==> src/rtl/dupd_pkg.sv <==
`timescale 1ns / 1ps
`default_nettype none
// ----------------------------------------------------------------------------
// dupd_pkg
// Types, constants and character helpers for the data URI payload decoder.
// ----------------------------------------------------------------------------
package dupd_pkg;

  typedef enum logic [2:0] {
    PH_PREFIX  = 3'd0,
    PH_META    = 3'd1,
    PH_B64     = 3'd2,
    PH_PCT     = 3'd3,
    PH_B64_END = 3'd4,
    PH_SINK    = 3'd5
  } phase_t;

  typedef enum logic [1:0] {
    ESC_NONE  = 2'd0,
    ESC_PCT   = 2'd1,
    ESC_DIGIT = 2'd2
  } esc_stage_t;

  localparam logic [1:0] ST_OK        = 2'd0;
  localparam logic [1:0] ST_NO_PREFIX = 2'd1;
  localparam logic [1:0] ST_NO_COMMA  = 2'd2;
  localparam logic [1:0] ST_BAD_B64   = 2'd3;

  localparam logic [2:0] PREFIX_LEN = 3'd5;
  localparam logic [2:0] TAG_LEN    = 3'd7;

  localparam logic [7:0] CH_COMMA   = 8'h2C;
  localparam logic [7:0] CH_SEMI    = 8'h3B;
  localparam logic [7:0] CH_PERCENT = 8'h25;
  localparam logic [7:0] CH_EQUAL   = 8'h3D;
  localparam logic [7:0] CH_SPACE   = 8'h20;
  localparam logic [7:0] CH_TAB     = 8'h09;
  localparam logic [7:0] CH_CR      = 8'h0D;

  localparam logic signed [3:0] BIT_CNT_INIT = -4'sd8;
  localparam logic signed [3:0] B64_BITS     = 4'sd6;
  localparam logic signed [3:0] BYTE_BITS    = 4'sd8;

  // one queue entry: bytes a character produced, then maybe the status item
  typedef struct packed {
    logic [1:0]      nbytes;
    logic [2:0][7:0] bytes;
    logic            has_status;
    logic [1:0]      status;
  } bundle_t;

  function automatic logic [7:0] prefix_char(input logic [2:0] pos);
    logic [7:0] ch;
    case (pos)
      3'd0:    ch = 8'h64; // d
      3'd1:    ch = 8'h61; // a
      3'd2:    ch = 8'h74; // t
      3'd3:    ch = 8'h61; // a
      3'd4:    ch = 8'h3A; // :
      default: ch = 8'h00;
    endcase
    return ch;
  endfunction

  function automatic logic [7:0] tag_char(input logic [2:0] pos);
    logic [7:0] ch;
    case (pos)
      3'd0:    ch = 8'h3B; // ;
      3'd1:    ch = 8'h62; // b
      3'd2:    ch = 8'h61; // a
      3'd3:    ch = 8'h73; // s
      3'd4:    ch = 8'h65; // e
      3'd5:    ch = 8'h36; // 6
      3'd6:    ch = 8'h34; // 4
      default: ch = 8'h00;
    endcase
    return ch;
  endfunction

  function automatic logic is_b64_space(input logic [7:0] c);
    return (c == CH_SPACE) || ((c >= CH_TAB) && (c <= CH_CR));
  endfunction

  // returns {valid, value}
  function automatic logic [6:0] b64_decode(input logic [7:0] c);
    logic [7:0] d;
    logic [6:0] r;
    d = 8'h00;
    r = 7'h00;
    if (c >= 8'h41 && c <= 8'h5A) begin
      d = c - 8'h41;
      r = {1'b1, d[5:0]};
    end else if (c >= 8'h61 && c <= 8'h7A) begin
      d = c - 8'h61 + 8'd26;
      r = {1'b1, d[5:0]};
    end else if (c >= 8'h30 && c <= 8'h39) begin
      d = c - 8'h30 + 8'd52;
      r = {1'b1, d[5:0]};
    end else if (c == 8'h2B) begin
      r = {1'b1, 6'd62};
    end else if (c == 8'h2F) begin
      r = {1'b1, 6'd63};
    end
    return r;
  endfunction

  // returns {valid, value}
  function automatic logic [4:0] hex_decode(input logic [7:0] c);
    logic [7:0] d;
    logic [4:0] r;
    d = 8'h00;
    r = 5'h00;
    if (c >= 8'h30 && c <= 8'h39) begin
      d = c - 8'h30;
      r = {1'b1, d[3:0]};
    end else if (c >= 8'h61 && c <= 8'h66) begin
      d = c - 8'h61 + 8'd10;
      r = {1'b1, d[3:0]};
    end else if (c >= 8'h41 && c <= 8'h46) begin
      d = c - 8'h41 + 8'd10;
      r = {1'b1, d[3:0]};
    end
    return r;
  endfunction

endpackage
`default_nettype wire

==> src/rtl/dupd_front.sv <==
`timescale 1ns / 1ps
`default_nettype none
// ----------------------------------------------------------------------------
// dupd_front
// Accepts URI characters, tracks prefix / metadata / payload parsing and
// turns each character into a bundle of result items for the queue.
// ----------------------------------------------------------------------------
module dupd_front (
  input  wire logic             clk,
  input  wire logic             rst_n,
  input  wire logic             accept,
  input  wire logic [7:0]       in_char,
  input  wire logic             in_is_last,
  output dupd_pkg::bundle_t     bundle,
  output logic                  bundle_push
);

  dupd_pkg::phase_t     phase_r, phase_nxt;
  logic [2:0]           prefix_pos_r, prefix_pos_nxt;
  logic [2:0]           tag_match_r, tag_match_nxt;
  logic                 tag_found_r, tag_found_nxt;
  logic [11:0]          bit_acc_r, bit_acc_nxt;
  logic signed [3:0]    bit_count_r, bit_count_nxt;
  dupd_pkg::esc_stage_t esc_stage_r, esc_stage_nxt;
  logic [7:0]           esc_char_r, esc_char_nxt;
  logic [3:0]           esc_val_r, esc_val_nxt;
  logic [1:0]           error_r, error_nxt;

  logic [6:0]           b64_dec;
  logic [4:0]           hex_dec;
  logic [11:0]          acc_shift;
  logic signed [3:0]    cnt_add;
  logic [11:0]          acc_out;

  assign b64_dec   = dupd_pkg::b64_decode(in_char);
  assign hex_dec   = dupd_pkg::hex_decode(in_char);
  assign acc_shift = {bit_acc_r[5:0], b64_dec[5:0]};
  assign cnt_add   = bit_count_r + dupd_pkg::B64_BITS;
  assign acc_out   = acc_shift >> cnt_add[2:0];

  // next state
  always_comb begin
    phase_nxt      = phase_r;
    prefix_pos_nxt = prefix_pos_r;
    tag_match_nxt  = tag_match_r;
    tag_found_nxt  = tag_found_r;
    bit_acc_nxt    = bit_acc_r;
    bit_count_nxt  = bit_count_r;
    esc_stage_nxt  = esc_stage_r;
    esc_char_nxt   = esc_char_r;
    esc_val_nxt    = esc_val_r;
    error_nxt      = error_r;
    case (phase_r)
      dupd_pkg::PH_PREFIX: begin
        if (prefix_pos_r < dupd_pkg::PREFIX_LEN &&
            in_char == dupd_pkg::prefix_char(prefix_pos_r)) begin
          prefix_pos_nxt = prefix_pos_r + 3'd1;
          if (prefix_pos_r == dupd_pkg::PREFIX_LEN - 3'd1) begin
            phase_nxt = dupd_pkg::PH_META;
          end
        end else begin
          error_nxt = dupd_pkg::ST_NO_PREFIX;
          phase_nxt = dupd_pkg::PH_SINK;
        end
      end
      dupd_pkg::PH_META: begin
        if (in_char == dupd_pkg::CH_COMMA) begin
          phase_nxt     = tag_found_r ? dupd_pkg::PH_B64 : dupd_pkg::PH_PCT;
          bit_acc_nxt   = '0;
          bit_count_nxt = dupd_pkg::BIT_CNT_INIT;
          esc_stage_nxt = dupd_pkg::ESC_NONE;
        end else if (!tag_found_r) begin
          if (tag_match_r < dupd_pkg::TAG_LEN &&
              in_char == dupd_pkg::tag_char(tag_match_r)) begin
            tag_match_nxt = tag_match_r + 3'd1;
          end else begin
            tag_match_nxt = (in_char == dupd_pkg::CH_SEMI) ? 3'd1 : 3'd0;
          end
          if (tag_match_nxt == dupd_pkg::TAG_LEN) begin
            tag_found_nxt = 1'b1;
          end
        end
      end
      dupd_pkg::PH_B64: begin
        if (dupd_pkg::is_b64_space(in_char)) begin
          phase_nxt = phase_r;
        end else if (in_char == dupd_pkg::CH_EQUAL) begin
          phase_nxt = dupd_pkg::PH_B64_END;
        end else if (!b64_dec[6]) begin
          error_nxt = dupd_pkg::ST_BAD_B64;
          phase_nxt = dupd_pkg::PH_SINK;
        end else begin
          bit_acc_nxt   = acc_shift;
          bit_count_nxt = cnt_add[3] ? cnt_add : cnt_add - dupd_pkg::BYTE_BITS;
        end
      end
      dupd_pkg::PH_PCT: begin
        case (esc_stage_r)
          dupd_pkg::ESC_PCT: begin
            if (hex_dec[4]) begin
              esc_char_nxt  = in_char;
              esc_val_nxt   = hex_dec[3:0];
              esc_stage_nxt = dupd_pkg::ESC_DIGIT;
            end else begin
              esc_stage_nxt = (in_char == dupd_pkg::CH_PERCENT) ?
                              dupd_pkg::ESC_PCT : dupd_pkg::ESC_NONE;
            end
          end
          dupd_pkg::ESC_DIGIT: begin
            if (hex_dec[4]) begin
              esc_stage_nxt = dupd_pkg::ESC_NONE;
            end else begin
              esc_stage_nxt = (in_char == dupd_pkg::CH_PERCENT) ?
                              dupd_pkg::ESC_PCT : dupd_pkg::ESC_NONE;
            end
          end
          default: begin
            esc_stage_nxt = (in_char == dupd_pkg::CH_PERCENT) ?
                            dupd_pkg::ESC_PCT : dupd_pkg::ESC_NONE;
          end
        endcase
      end
      default: begin
        phase_nxt = phase_r;
      end
    endcase
  end

  // result bundle for the current character
  always_comb begin
    logic [1:0]      nb;
    logic [2:0][7:0] bb;
    nb = 2'd0;
    bb = '0;
    case (phase_r)
      dupd_pkg::PH_B64: begin
        if (!dupd_pkg::is_b64_space(in_char) && in_char != dupd_pkg::CH_EQUAL &&
            b64_dec[6] && !cnt_add[3]) begin
          bb[nb] = acc_out[7:0];
          nb     = nb + 2'd1;
        end
      end
      dupd_pkg::PH_PCT: begin
        case (esc_stage_r)
          dupd_pkg::ESC_PCT: begin
            if (!hex_dec[4]) begin
              bb[nb] = dupd_pkg::CH_PERCENT;
              nb     = nb + 2'd1;
              if (in_char != dupd_pkg::CH_PERCENT) begin
                bb[nb] = in_char;
                nb     = nb + 2'd1;
              end
            end
          end
          dupd_pkg::ESC_DIGIT: begin
            if (hex_dec[4]) begin
              bb[nb] = {esc_val_r, hex_dec[3:0]};
              nb     = nb + 2'd1;
            end else begin
              bb[nb] = dupd_pkg::CH_PERCENT;
              nb     = nb + 2'd1;
              bb[nb] = esc_char_r;
              nb     = nb + 2'd1;
              if (in_char != dupd_pkg::CH_PERCENT) begin
                bb[nb] = in_char;
                nb     = nb + 2'd1;
              end
            end
          end
          default: begin
            if (in_char != dupd_pkg::CH_PERCENT) begin
              bb[nb] = in_char;
              nb     = nb + 2'd1;
            end
          end
        endcase
      end
      default: begin
        nb = 2'd0;
      end
    endcase
    // flush an escape cut off by the end of the uri
    if (in_is_last && phase_nxt == dupd_pkg::PH_PCT) begin
      if (esc_stage_nxt == dupd_pkg::ESC_PCT || esc_stage_nxt == dupd_pkg::ESC_DIGIT) begin
        bb[nb] = dupd_pkg::CH_PERCENT;
        nb     = nb + 2'd1;
      end
      if (esc_stage_nxt == dupd_pkg::ESC_DIGIT) begin
        bb[nb] = esc_char_nxt;
        nb     = nb + 2'd1;
      end
    end
    bundle.nbytes     = nb;
    bundle.bytes      = bb;
    bundle.has_status = in_is_last;
    case (phase_nxt)
      dupd_pkg::PH_PREFIX: bundle.status = dupd_pkg::ST_NO_PREFIX;
      dupd_pkg::PH_META:   bundle.status = dupd_pkg::ST_NO_COMMA;
      default:             bundle.status = error_nxt;
    endcase
    bundle_push = accept && ((nb != 2'd0) || in_is_last);
  end

  always_ff @(posedge clk) begin
    if (!rst_n) begin
      phase_r      <= dupd_pkg::PH_PREFIX;
      prefix_pos_r <= '0;
      tag_match_r  <= '0;
      tag_found_r  <= 1'b0;
      bit_acc_r    <= '0;
      bit_count_r  <= dupd_pkg::BIT_CNT_INIT;
      esc_stage_r  <= dupd_pkg::ESC_NONE;
      error_r      <= dupd_pkg::ST_OK;
    end else if (accept) begin
      if (in_is_last) begin
        // uri closed: back to the start state
        phase_r      <= dupd_pkg::PH_PREFIX;
        prefix_pos_r <= '0;
        tag_match_r  <= '0;
        tag_found_r  <= 1'b0;
        bit_acc_r    <= '0;
        bit_count_r  <= dupd_pkg::BIT_CNT_INIT;
        esc_stage_r  <= dupd_pkg::ESC_NONE;
        error_r      <= dupd_pkg::ST_OK;
      end else begin
        phase_r      <= phase_nxt;
        prefix_pos_r <= prefix_pos_nxt;
        tag_match_r  <= tag_match_nxt;
        tag_found_r  <= tag_found_nxt;
        bit_acc_r    <= bit_acc_nxt;
        bit_count_r  <= bit_count_nxt;
        esc_stage_r  <= esc_stage_nxt;
        error_r      <= error_nxt;
      end
    end
  end

  always_ff @(posedge clk) begin
    if (accept) begin
      esc_char_r <= esc_char_nxt;
      esc_val_r  <= esc_val_nxt;
    end
  end

endmodule
`default_nettype wire

==> src/rtl/dupd_queue.sv <==
`timescale 1ns / 1ps
`default_nettype none
// ----------------------------------------------------------------------------
// dupd_queue
// Small register queue of result bundles between parser and output side.
// ----------------------------------------------------------------------------
module dupd_queue #(
  parameter int DEPTH = 4
) (
  input  wire logic              clk,
  input  wire logic              rst_n,
  input  wire logic              push,
  input  wire dupd_pkg::bundle_t push_data,
  input  wire logic              pop,
  output dupd_pkg::bundle_t      head,
  output logic                   empty,
  output logic                   full
);

  localparam int PTR_W = (DEPTH > 1) ? $clog2(DEPTH) : 1;
  localparam int CNT_W = $clog2(DEPTH + 1);

  dupd_pkg::bundle_t  entry_r [DEPTH];
  logic [PTR_W-1:0]   wr_ptr_r, wr_ptr_nxt;
  logic [PTR_W-1:0]   rd_ptr_r, rd_ptr_nxt;
  logic [CNT_W-1:0]   count_r, count_nxt;

  assign empty = (count_r == '0);
  assign full  = (count_r == CNT_W'(DEPTH));
  assign head  = entry_r[rd_ptr_r];

  always_comb begin
    wr_ptr_nxt = wr_ptr_r;
    rd_ptr_nxt = rd_ptr_r;
    count_nxt  = count_r;
    if (push) begin
      wr_ptr_nxt = (wr_ptr_r == PTR_W'(DEPTH - 1)) ? '0 : wr_ptr_r + PTR_W'(1);
    end
    if (pop) begin
      rd_ptr_nxt = (rd_ptr_r == PTR_W'(DEPTH - 1)) ? '0 : rd_ptr_r + PTR_W'(1);
    end
    if (push && !pop) begin
      count_nxt = count_r + CNT_W'(1);
    end else if (pop && !push) begin
      count_nxt = count_r - CNT_W'(1);
    end
  end

  always_ff @(posedge clk) begin
    if (!rst_n) begin
      wr_ptr_r <= '0;
      rd_ptr_r <= '0;
      count_r  <= '0;
    end else begin
      wr_ptr_r <= wr_ptr_nxt;
      rd_ptr_r <= rd_ptr_nxt;
      count_r  <= count_nxt;
    end
  end

  always_ff @(posedge clk) begin
    if (push) begin
      entry_r[wr_ptr_r] <= push_data;
    end
  end

endmodule
`default_nettype wire

==> src/rtl/dupd_back.sv <==
`timescale 1ns / 1ps
`default_nettype none
// ----------------------------------------------------------------------------
// dupd_back
// Walks each queued bundle one result item at a time into the output
// register.
// ----------------------------------------------------------------------------
module dupd_back (
  input  wire logic              clk,
  input  wire logic              rst_n,
  input  wire dupd_pkg::bundle_t head,
  input  wire logic              empty,
  output logic                   pop,
  output logic                   out_valid,
  input  wire logic              out_ready,
  output logic [7:0]             out_byte,
  output logic                   out_byte_valid,
  output logic                   out_end_of_uri,
  output logic [1:0]             out_status
);

  logic [1:0] idx_r, idx_nxt;
  logic       valid_r, valid_nxt;
  logic [7:0] byte_r, byte_nxt;
  logic       bvalid_r, bvalid_nxt;
  logic       eou_r, eou_nxt;
  logic [1:0] status_r, status_nxt;

  logic       load;
  logic [2:0] total;
  logic       is_byte;

  assign total   = {1'b0, head.nbytes} + {2'b00, head.has_status};
  assign is_byte = (idx_r < head.nbytes);
  assign load    = (!valid_r || out_ready) && !empty;
  assign pop     = load && ({1'b0, idx_r} + 3'd1 == total);

  always_comb begin
    idx_nxt    = idx_r;
    valid_nxt  = valid_r && !out_ready;
    byte_nxt   = byte_r;
    bvalid_nxt = bvalid_r;
    eou_nxt    = eou_r;
    status_nxt = status_r;
    if (load) begin
      valid_nxt  = 1'b1;
      idx_nxt    = pop ? 2'd0 : idx_r + 2'd1;
      byte_nxt   = is_byte ? head.bytes[idx_r] : 8'h00;
      bvalid_nxt = is_byte;
      eou_nxt    = !is_byte;
      status_nxt = is_byte ? dupd_pkg::ST_OK : head.status;
    end
  end

  always_ff @(posedge clk) begin
    if (!rst_n) begin
      idx_r   <= '0;
      valid_r <= 1'b0;
    end else begin
      idx_r   <= idx_nxt;
      valid_r <= valid_nxt;
    end
  end

  always_ff @(posedge clk) begin
    byte_r   <= byte_nxt;
    bvalid_r <= bvalid_nxt;
    eou_r    <= eou_nxt;
    status_r <= status_nxt;
  end

  assign out_valid      = valid_r;
  assign out_byte       = byte_r;
  assign out_byte_valid = bvalid_r;
  assign out_end_of_uri = eou_r;
  assign out_status     = status_r;

endmodule
`default_nettype wire

==> src/rtl/data_uri_payload_decoder_unit.sv <==
`timescale 1ns / 1ps
`default_nettype none
// ----------------------------------------------------------------------------
// data_uri_payload_decoder_unit
// Streaming decoder for data: URIs, base64 or percent-escaped payloads.
// ----------------------------------------------------------------------------
// One character is taken every cycle while the result queue has room; the
// parser turns it into a bundle of zero to four result items (decoded bytes,
// plus the status item on the last character) in the same cycle. The output
// side delivers one result item per cycle while out_ready is high, from a
// registered output stage; a character yielding several items (a malformed
// escape, or the last character with its status item and any flushed escape)
// holds the output until all its items are out. The QUEUE_DEPTH-bundle queue
// absorbs these bursts and output stalls before the input sees backpressure.
// ----------------------------------------------------------------------------
module data_uri_payload_decoder_unit #(
  parameter int QUEUE_DEPTH = 4
) (
  input  wire logic       clk,
  input  wire logic       rst_n,
  input  wire logic       in_valid,
  output logic            in_ready,
  input  wire logic [7:0] in_char,
  input  wire logic       in_is_last,
  output logic            out_valid,
  input  wire logic       out_ready,
  output logic [7:0]      out_byte,
  output logic            out_byte_valid,
  output logic            out_end_of_uri,
  output logic [1:0]      out_status
);

  dupd_pkg::bundle_t bundle;
  dupd_pkg::bundle_t head;
  logic              bundle_push;
  logic              q_empty;
  logic              q_full;
  logic              q_pop;
  logic              accept;

  assign in_ready = !q_full;
  assign accept   = in_valid && in_ready;

  dupd_front u_front (
    .clk         (clk),
    .rst_n       (rst_n),
    .accept      (accept),
    .in_char     (in_char),
    .in_is_last  (in_is_last),
    .bundle      (bundle),
    .bundle_push (bundle_push)
  );

  dupd_queue #(
    .DEPTH (QUEUE_DEPTH)
  ) u_queue (
    .clk       (clk),
    .rst_n     (rst_n),
    .push      (bundle_push),
    .push_data (bundle),
    .pop       (q_pop),
    .head      (head),
    .empty     (q_empty),
    .full      (q_full)
  );

  dupd_back u_back (
    .clk            (clk),
    .rst_n          (rst_n),
    .head           (head),
    .empty          (q_empty),
    .pop            (q_pop),
    .out_valid      (out_valid),
    .out_ready      (out_ready),
    .out_byte       (out_byte),
    .out_byte_valid (out_byte_valid),
    .out_end_of_uri (out_end_of_uri),
    .out_status     (out_status)
  );

endmodule
`default_nettype wire
==> config.mk <==
export PLATFORM = sky130hd
export DESIGN_NAME = data_uri_payload_decoder_unit
export DESIGN_NICKNAME = d
export VERILOG_FILES = /design/src/rtl/dupd_pkg.sv /design/src/rtl/dupd_front.sv /design/src/rtl/dupd_queue.sv /design/src/rtl/dupd_back.sv /design/src/rtl/data_uri_payload_decoder_unit.sv
export SDC_FILE = /design/constraint.sdc
export NUM_CORES = 1
export LEC_CHECK = 0
export BUFFER_PORTS_ARGS = -buffer_cell sky130_fd_sc_hd__buf_2
export CAP_MARGIN = 20
export CORE_AREA = 2 2 135 137
export CTS_BUF_LIST = sky130_fd_sc_hd__clkbuf_4
export DETAILED_ROUTE_END_ITERATION = 16
export DIE_AREA = 0 0 137 139
export HOLD_SLACK_MARGIN = 0.03
export PLACE_DENSITY = 0.81
export SLEW_MARGIN = 5
export SYNTH_ARGS = -nofsm -noshare
export SYNTH_HDL_FRONTEND = slang
export SYNTH_SLANG_ARGS = --single-unit
export TNS_END_PERCENT = 100
==> constraint.sdc <==
create_clock -name clk -period 5.7 [get_ports clk]
set_clock_uncertainty 0.1 [all_clocks]
set_input_delay 0 -clock clk [delete_from_list [all_inputs] [get_ports clk]]
set_output_delay 0 -clock clk [all_outputs]
set_load 0.005 [all_outputs]
# Word level (Yosys, flattened, before mapping)
# Memories as Yosys holds them, arrays and structs flattened. A register that Yosys moved wholly into a read port is not among the register bits.
# Cells that the tools add are included.
# word_totals
regBits	58
mem_bits_rw	116
memories	1
# mem_list
name	words	word_bits	rd	rd_clocked_by_memory_dff	wr	line_no	text
u_queue.entry_r	4	29	1	1	1	dupd_queue.sv:23	dupd_pkg::bundle_t entry_r [DEPTH];
# classes
n_addsub	20
magnitude_cmp	18
eq_ne	41
shifts	1
n_mux	113
n_bitwise	3
reduce_logical	51
# op_table
operator	count
2-to-1 mux 8 bit	14
2-to-1 mux 24 bit	4
2-to-1 mux 3 bit	20
== test 8 x 6 -> 1 bit (second input constant)	7
case mux 7 bit (7 select lines)	1
2-to-1 mux 16 bit	3
case mux 8 bit (2 select lines)	3
2-to-1 mux 2 bit	21
2-to-1 mux 7 bit	5
demux 8 bit (select 2 bit)	2
<= comparator 8 x 7 -> 1 bit (second input constant)	4
2-to-1 mux 6 bit	5
case mux 7 bit (4 select lines)	1
bitwise mux 24 bit	1
2-to-1 mux 4 bit	6
case mux 2 bit (2 select lines)	6
== test 3 x 2 -> 1 bit (second input constant)	7
logical AND 1 bit	21
== test 3 bit (second input constant)	6
binary-select mux 8 bit (select 2 bit)	1
== test 8 bit	2
>= comparator 8 x 7 -> 1 bit (second input constant)	2
!= test 8 x 6 -> 1 bit (second input constant)	2
bitwise AND 15 bit	1
other kinds (43)	102

# Depth between registers and ports, before layout
# logic_depth
ltp_word	23
ltp_mapped	21
ltp_nobuf	18

# Modules after synthesis
# From an unflattened synthesis, not the netlist that was laid out.
# unflattened
cells_unflattened	849
hier_area_um2	9798.1
# modules_own_cells
module	instances	cells_per_inst	area_per_inst_um2	seq_area_each_um2
dupd_queue	1	195	4650.7	3663.5
dupd_front	1	574	4292.9	800.8
dupd_back	1	78	844.6	420.4
data_uri_payload_decoder_unit	1	2	10.0	0.0

# Worst setup path before layout
# No wires, ideal clock.
# synth_path
kind	input-to-reg
from	input in_char[4]
to	memory u_queue.entry_r[0][7] (netlist name) (data pin)
t_arrival_ps	4017
t_required_ps	5315
path_slack_ps	1298
cell_stages	21
path_cell_list	clkbuf_1 -> clkinv_1 -> ha_1 -> or2b_1 -> a22oi_1 -> nor3_1 -> or3_1 -> nand3_4 -> buf_6 -> nand2_1 -> ha_1 -> buf_1 -> nor2b_1 -> a21o_1 -> inv_1 -> ha_1 -> nand2_1 -> a21boi_0 -> nand2b_1 -> o32a_1 -> o21ai_0
# synth_lines
element	line_no	text
from (decl)	data_uri_payload_decoder_unit.sv:23	input wire logic [7:0] in_char,
to (decl)	dupd_queue.sv:23	

==> run_summary.xml <==
<?xml version="1.0" encoding="UTF-8"?>
<metrics>
  <group name="floorplan">
    <metric name="core" unit="sq um">17660</metric>
    <metric name="die_area" unit="sq um">19040</metric>
    <metric name="initial_core_utilization" unit="">0.5600</metric>
    <metric name="die_width" unit="um">137</metric>
    <metric name="std_cell_rows" unit="">49</metric>
    <metric name="die_height" unit="um">139</metric>
    <metric name="design.portCount" unit="">27</metric>
  </group>
  <group name="sta">
    <metric name="grt_setup_unrepaired" unit="">false</metric>
    <metric name="timing.final.crit_period" unit="ns">5.178</metric>
    <metric name="maxSlewViolCount" unit="">0</metric>
    <metric name="fin_setup_tns" unit="ns">0</metric>
    <metric name="slew-limit-headroom" unit="">0.4501</metric>
    <metric name="max_slew.worst_pin.slew" unit="ns">0.8186</metric>
    <metric name="final_min_period_over_clock_period" unit="">0.9085</metric>
    <metric name="max_freq" unit="GHz">0.1931</metric>
    <metric name="finalHoldViolations" unit="">0</metric>
    <metric name="setup_viol" unit="">0</metric>
  </group>
  <group name="yosys">
    <metric name="synth_compound_gate_area_share" unit="">0.1397</metric>
    <metric name="ys_seq_area_frac" unit="">0.4940</metric>
    <metric name="synth.top_cells.by_area" unit="">sky130_fd_sc_hd__edfxtp_1 (43%), sky130_fd_sc_hd__dfxtp_1 (6.9%), sky130_fd_sc_hd__mux4_2 (6.6%)</metric>
    <metric name="yosys.area.top_type_share" unit="">0.4252</metric>
    <metric name="mappedNetlistNets" unit="">916</metric>
    <metric name="synthesis.instances" unit="">856</metric>
    <metric name="yosys.area_share.xor_xnor" unit="">0.01696</metric>
    <metric name="synth_enable_flop_cells" unit="">140</metric>
    <metric name="synth-adder-area-share" unit="">0.06099</metric>
    <metric name="synth.area.mux_share" unit="">0.09920</metric>
    <metric name="synthesized_area" unit="sq um">9888</metric>
    <metric name="post-synth-top-area-cell" unit="">sky130_fd_sc_hd__edfxtp_1</metric>
    <metric name="largest_family_of_logic_cells_by_synthesized_area" unit="">simple AND/OR/NAND/NOR gates</metric>
    <metric name="synth.yosys.warnings" unit="">0</metric>
    <metric name="yosys_register_bits" unit="">174</metric>
    <metric name="synth-async-reset-ratio" unit="">0</metric>
    <metric name="synth-simple-area-share" unit="">0.1465</metric>
    <metric name="synth.avg_cell_area" unit="sq um">11.55</metric>
    <metric name="synth_cell_types" unit="">88</metric>
    <metric name="yosys_most_used_dff" unit="">sky130_fd_sc_hd__edfxtp_1</metric>
  </group>
  <group name="critical_path">
    <metric name="end_kind" unit="">register</metric>
    <metric name="timing.critical_path.cells" unit="">dlygate4sd3_1 &gt; buf_2 &gt; inv_1 &gt; ha_1 &gt; nor2b_1 &gt; a2bb2oi_1 &gt; o21ai_4 &gt; nor3_2 &gt; a21oi_1 &gt; o31a_1 &gt; ha_1 &gt; nor2b_1 &gt; a21o_1 &gt; inv_1 &gt; ha_1 &gt; nand2_1 &gt; a21boi_0 &gt; nand2b_1 &gt; o32a_1 &gt; o21ai_0</metric>
    <metric name="worstRegToRegCells" unit="">17</metric>
    <metric name="path_common_cell" unit="">sky130_fd_sc_hd__ha_1</metric>
    <metric name="crit_path_start_kind" unit="">primary input</metric>
    <metric name="slowest_cell_on_the_critical_path" unit="">sky130_fd_sc_hd__nor3_2</metric>
    <metric name="critical-path-max-stage-delay" unit="ns">0.60</metric>
    <metric name="cp.arrival" unit="ns">5.35</metric>
    <metric name="timing.critical_path.fanout_max" unit="">24</metric>
    <metric name="crit_required" unit="ns">5.87</metric>
    <metric name="worstSetupPathType" unit="">in -&gt; reg</metric>
  </group>
  <group name="global_route">
    <metric name="number_of_global_route_vias_before_repair" unit="">6831</metric>
    <metric name="globalRouteTotalUtil" unit="">0.2396</metric>
    <metric name="antenna_found_initial" unit="">1</metric>
    <metric name="grt_max_degree" unit="">33</metric>
    <metric name="global_route.overflow_total" unit="">0</metric>
    <metric name="grt_first_pass_wirelength" unit="um">35550</metric>
  </group>
  <group name="detailed_routing">
    <metric name="drt-total-wl" unit="um">21720</metric>
    <metric name="avgRoutedWirePerCell" unit="um">19.53</metric>
    <metric name="count_of_routing_violations_after_the_opening_detailed_route_iteration" unit="">721</metric>
    <metric name="detailedRoute.firstPassIterationCount" unit="">8</metric>
    <metric name="detailed_route_via_count" unit="">6938</metric>
    <metric name="drc" unit="">0</metric>
    <metric name="ant_nets" unit="">0</metric>
    <metric name="drt-vias-per-instance" unit="">6.239</metric>
  </group>
  <group name="cells_and_area">
    <metric name="fin_nets" unit="">929</metric>
    <metric name="most-common-layout-cells" unit="">sky130_fd_sc_hd__edfxtp_1 (140), sky130_fd_sc_hd__nand2_1 (65), sky130_fd_sc_hd__inv_1 (46)</metric>
    <metric name="final_design_area_no_fill" unit="sq um">10510</metric>
    <metric name="area_growth_syn_to_layout" unit="%">6.301</metric>
    <metric name="drive_above_1_share" unit="">0.1485</metric>
    <metric name="layout_commonest_cell" unit="">sky130_fd_sc_hd__edfxtp_1</metric>
  </group>
  <group name="place">
    <metric name="place_area" unit="sq um">10120</metric>
    <metric name="portBuffers" unit="">26</metric>
    <metric name="hpwl" unit="um">15320</metric>
    <metric name="finalWeightedCongestion" unit="">0.9122</metric>
  </group>
  <group name="pwr">
    <metric name="cellLeakagePower" unit="nW">3.494</metric>
    <metric name="total_power" unit="W">0.002967</metric>
    <metric name="maximum_vdd_drop" unit="mV">0.1794</metric>
    <metric name="power.density_cell_area" unit="nW/um^2">282.2</metric>
  </group>
  <group name="clocking">
    <metric name="clk_path_buf_depth" unit="">2</metric>
    <metric name="cts-htree-levels" unit="">4</metric>
    <metric name="cts_sinks" unit="">174</metric>
    <metric name="clock-root-buffer" unit="">sky130_fd_sc_hd__clkbuf_4</metric>
    <metric name="cts_buffers" unit="">17</metric>
    <metric name="cts-resized-gates" unit="">0</metric>
    <metric name="clock_latency" unit="ns">0.56</metric>
    <metric name="clkSlewWorstSetupHoldPaths" unit="ns">0.15</metric>
    <metric name="cts_tree" unit="">built</metric>
  </group>
  <group name="hold_path">
    <metric name="hold_path.class" unit="">in -&gt; reg</metric>
    <metric name="whs_path_depth" unit="">4</metric>
  </group>
  <group name="flow_run">
    <metric name="max_cap_violations" unit="">0</metric>
  </group>
  <group name="run_status">
    <metric name="status" unit="">complete, no violations</metric>
  </group>
</metrics>
==> registers in the layout, indices dropped and copies added, names as in the netlist, 3 cells and up, named ones only <==
| name | count |
|---|---|
| u_front.esc_val_r | 4 |
| u_queue.entry_r | 116 |
| u_front.bit_acc_r | 6 |
| u_front.tag_match_r | 3 |
| u_queue.count_r | 3 |
| u_front.phase_r | 3 |
| u_front.esc_char_r | 8 |
| u_front.prefix_pos_r | 3 |
| u_back.out_byte | 8 |
==> worst paths after layout <==
path	end	start	slack [ns]
worst max-delay path	u_queue.entry_r[3][7]	in_char[0]	0.52
worst min-delay path	u_front.prefix_pos_r[2]	in_valid	0.10
worst max register to register	u_queue.entry_r[3][7]	u_front.phase_r[1]	0.97
worst min register to register	u_front.bit_acc_r[4]	u_front.bit_acc_r[4]	0.36
==> Yosys cell counts, types with 8 or more instances <==
cell type / number
sky130_fd_sc_hd__edfxtp_1: 140
sky130_fd_sc_hd__nand2_1: 65
sky130_fd_sc_hd__inv_1: 46
sky130_fd_sc_hd__ha_1: 45
sky130_fd_sc_hd__nor2_1: 44
sky130_fd_sc_hd__a21oi_1: 41
sky130_fd_sc_hd__dfxtp_1: 34
sky130_fd_sc_hd__clkbuf_1: 29
sky130_fd_sc_hd__mux4_2: 29
sky130_fd_sc_hd__o21ai_0: 29
sky130_fd_sc_hd__mux2i_1: 26
sky130_fd_sc_hd__nor2b_1: 24
sky130_fd_sc_hd__and2_1: 23
sky130_fd_sc_hd__nand2b_1: 20
sky130_fd_sc_hd__a22oi_1: 19
sky130_fd_sc_hd__nand3_1: 18
sky130_fd_sc_hd__o22ai_1: 16
sky130_fd_sc_hd__nor3_1: 11
sky130_fd_sc_hd__buf_2: 10
sky130_fd_sc_hd__xnor2_1: 10
sky130_fd_sc_hd__a32oi_1: 9
sky130_fd_sc_hd__a21boi_0: 8
sky130_fd_sc_hd__a22o_1: 8
sky130_fd_sc_hd__or3_1: 8
==> per-stage QoR <==
stage | hold slack, ns | instances | util | worst slack [ns]
global placement | 0.1809 | 1067 | 0.5732 | 0.8500
finish | 0.1006 | 1112 | 0.5953 | 0.5218
floorplan | -0.001131 | 856 | - | 1.298
global route | 0.1156 | 1112 | 0.5953 | 0.08270
CTS | 0.06906 | 1111 | 0.5952 | 0.6798
detailed placement | 0.2013 | 1067 | 0.5732 | 0.6209
==> metal layers <==
layer  vias up  share of wire  global-route usage
met5         -              0                   0
met2       291           0.49              0.3946
met4         0          0.023             0.07596
met1      3357           0.42              0.3216
li1       3247              -                   -
met3        43          0.060             0.04386
==> cell families after synthesis <==
logic type | Yosys count
multiplexers | 61
AND/OR/NAND/NOR | 264
buffers and inverters | 100
flip-flops | 174
adder cells (fa/ha/maj) | 47
AO/OA/AOI/OAI | 193
XOR/XNOR | 17
==> critical path, delay by kind of cell <==
family | cells | cell delay [ns]
buffers and inverters | 4 | 1.24
AND/OR/NAND/NOR | 5 | 1.18
AO/OA/AOI/OAI | 8 | 1.92
adder cells (fa/ha/maj) | 3 | 1.00
==> where the power goes <==
group | total, W | internal, W | switching [W]
clock network | 0.000663 | 0.000228 | 0.000435
registers | 0.00158 | 0.00150 | 0.0000834
logic | 0.000720 | 0.000345 | 0.000375
==> area by class of cell <==
cell class,count,area [sq um]
clock buffer,18,135.1
antenna,1,2.502
clock inverter,14,132.6
fill,1429,7146
tap,229,286.5
inverter,49,183.9
sequential,174,4886
timing repair buffer,45,302.8
multi-input combinational,582,4582
==> what timing repair did <==
action / in CTS / in global routing
hold buffers: 12 / 0
hold endpoints to repair: 70 / 0
buffers inserted: 0 / 0
Power figures use the tool's default switching activity.
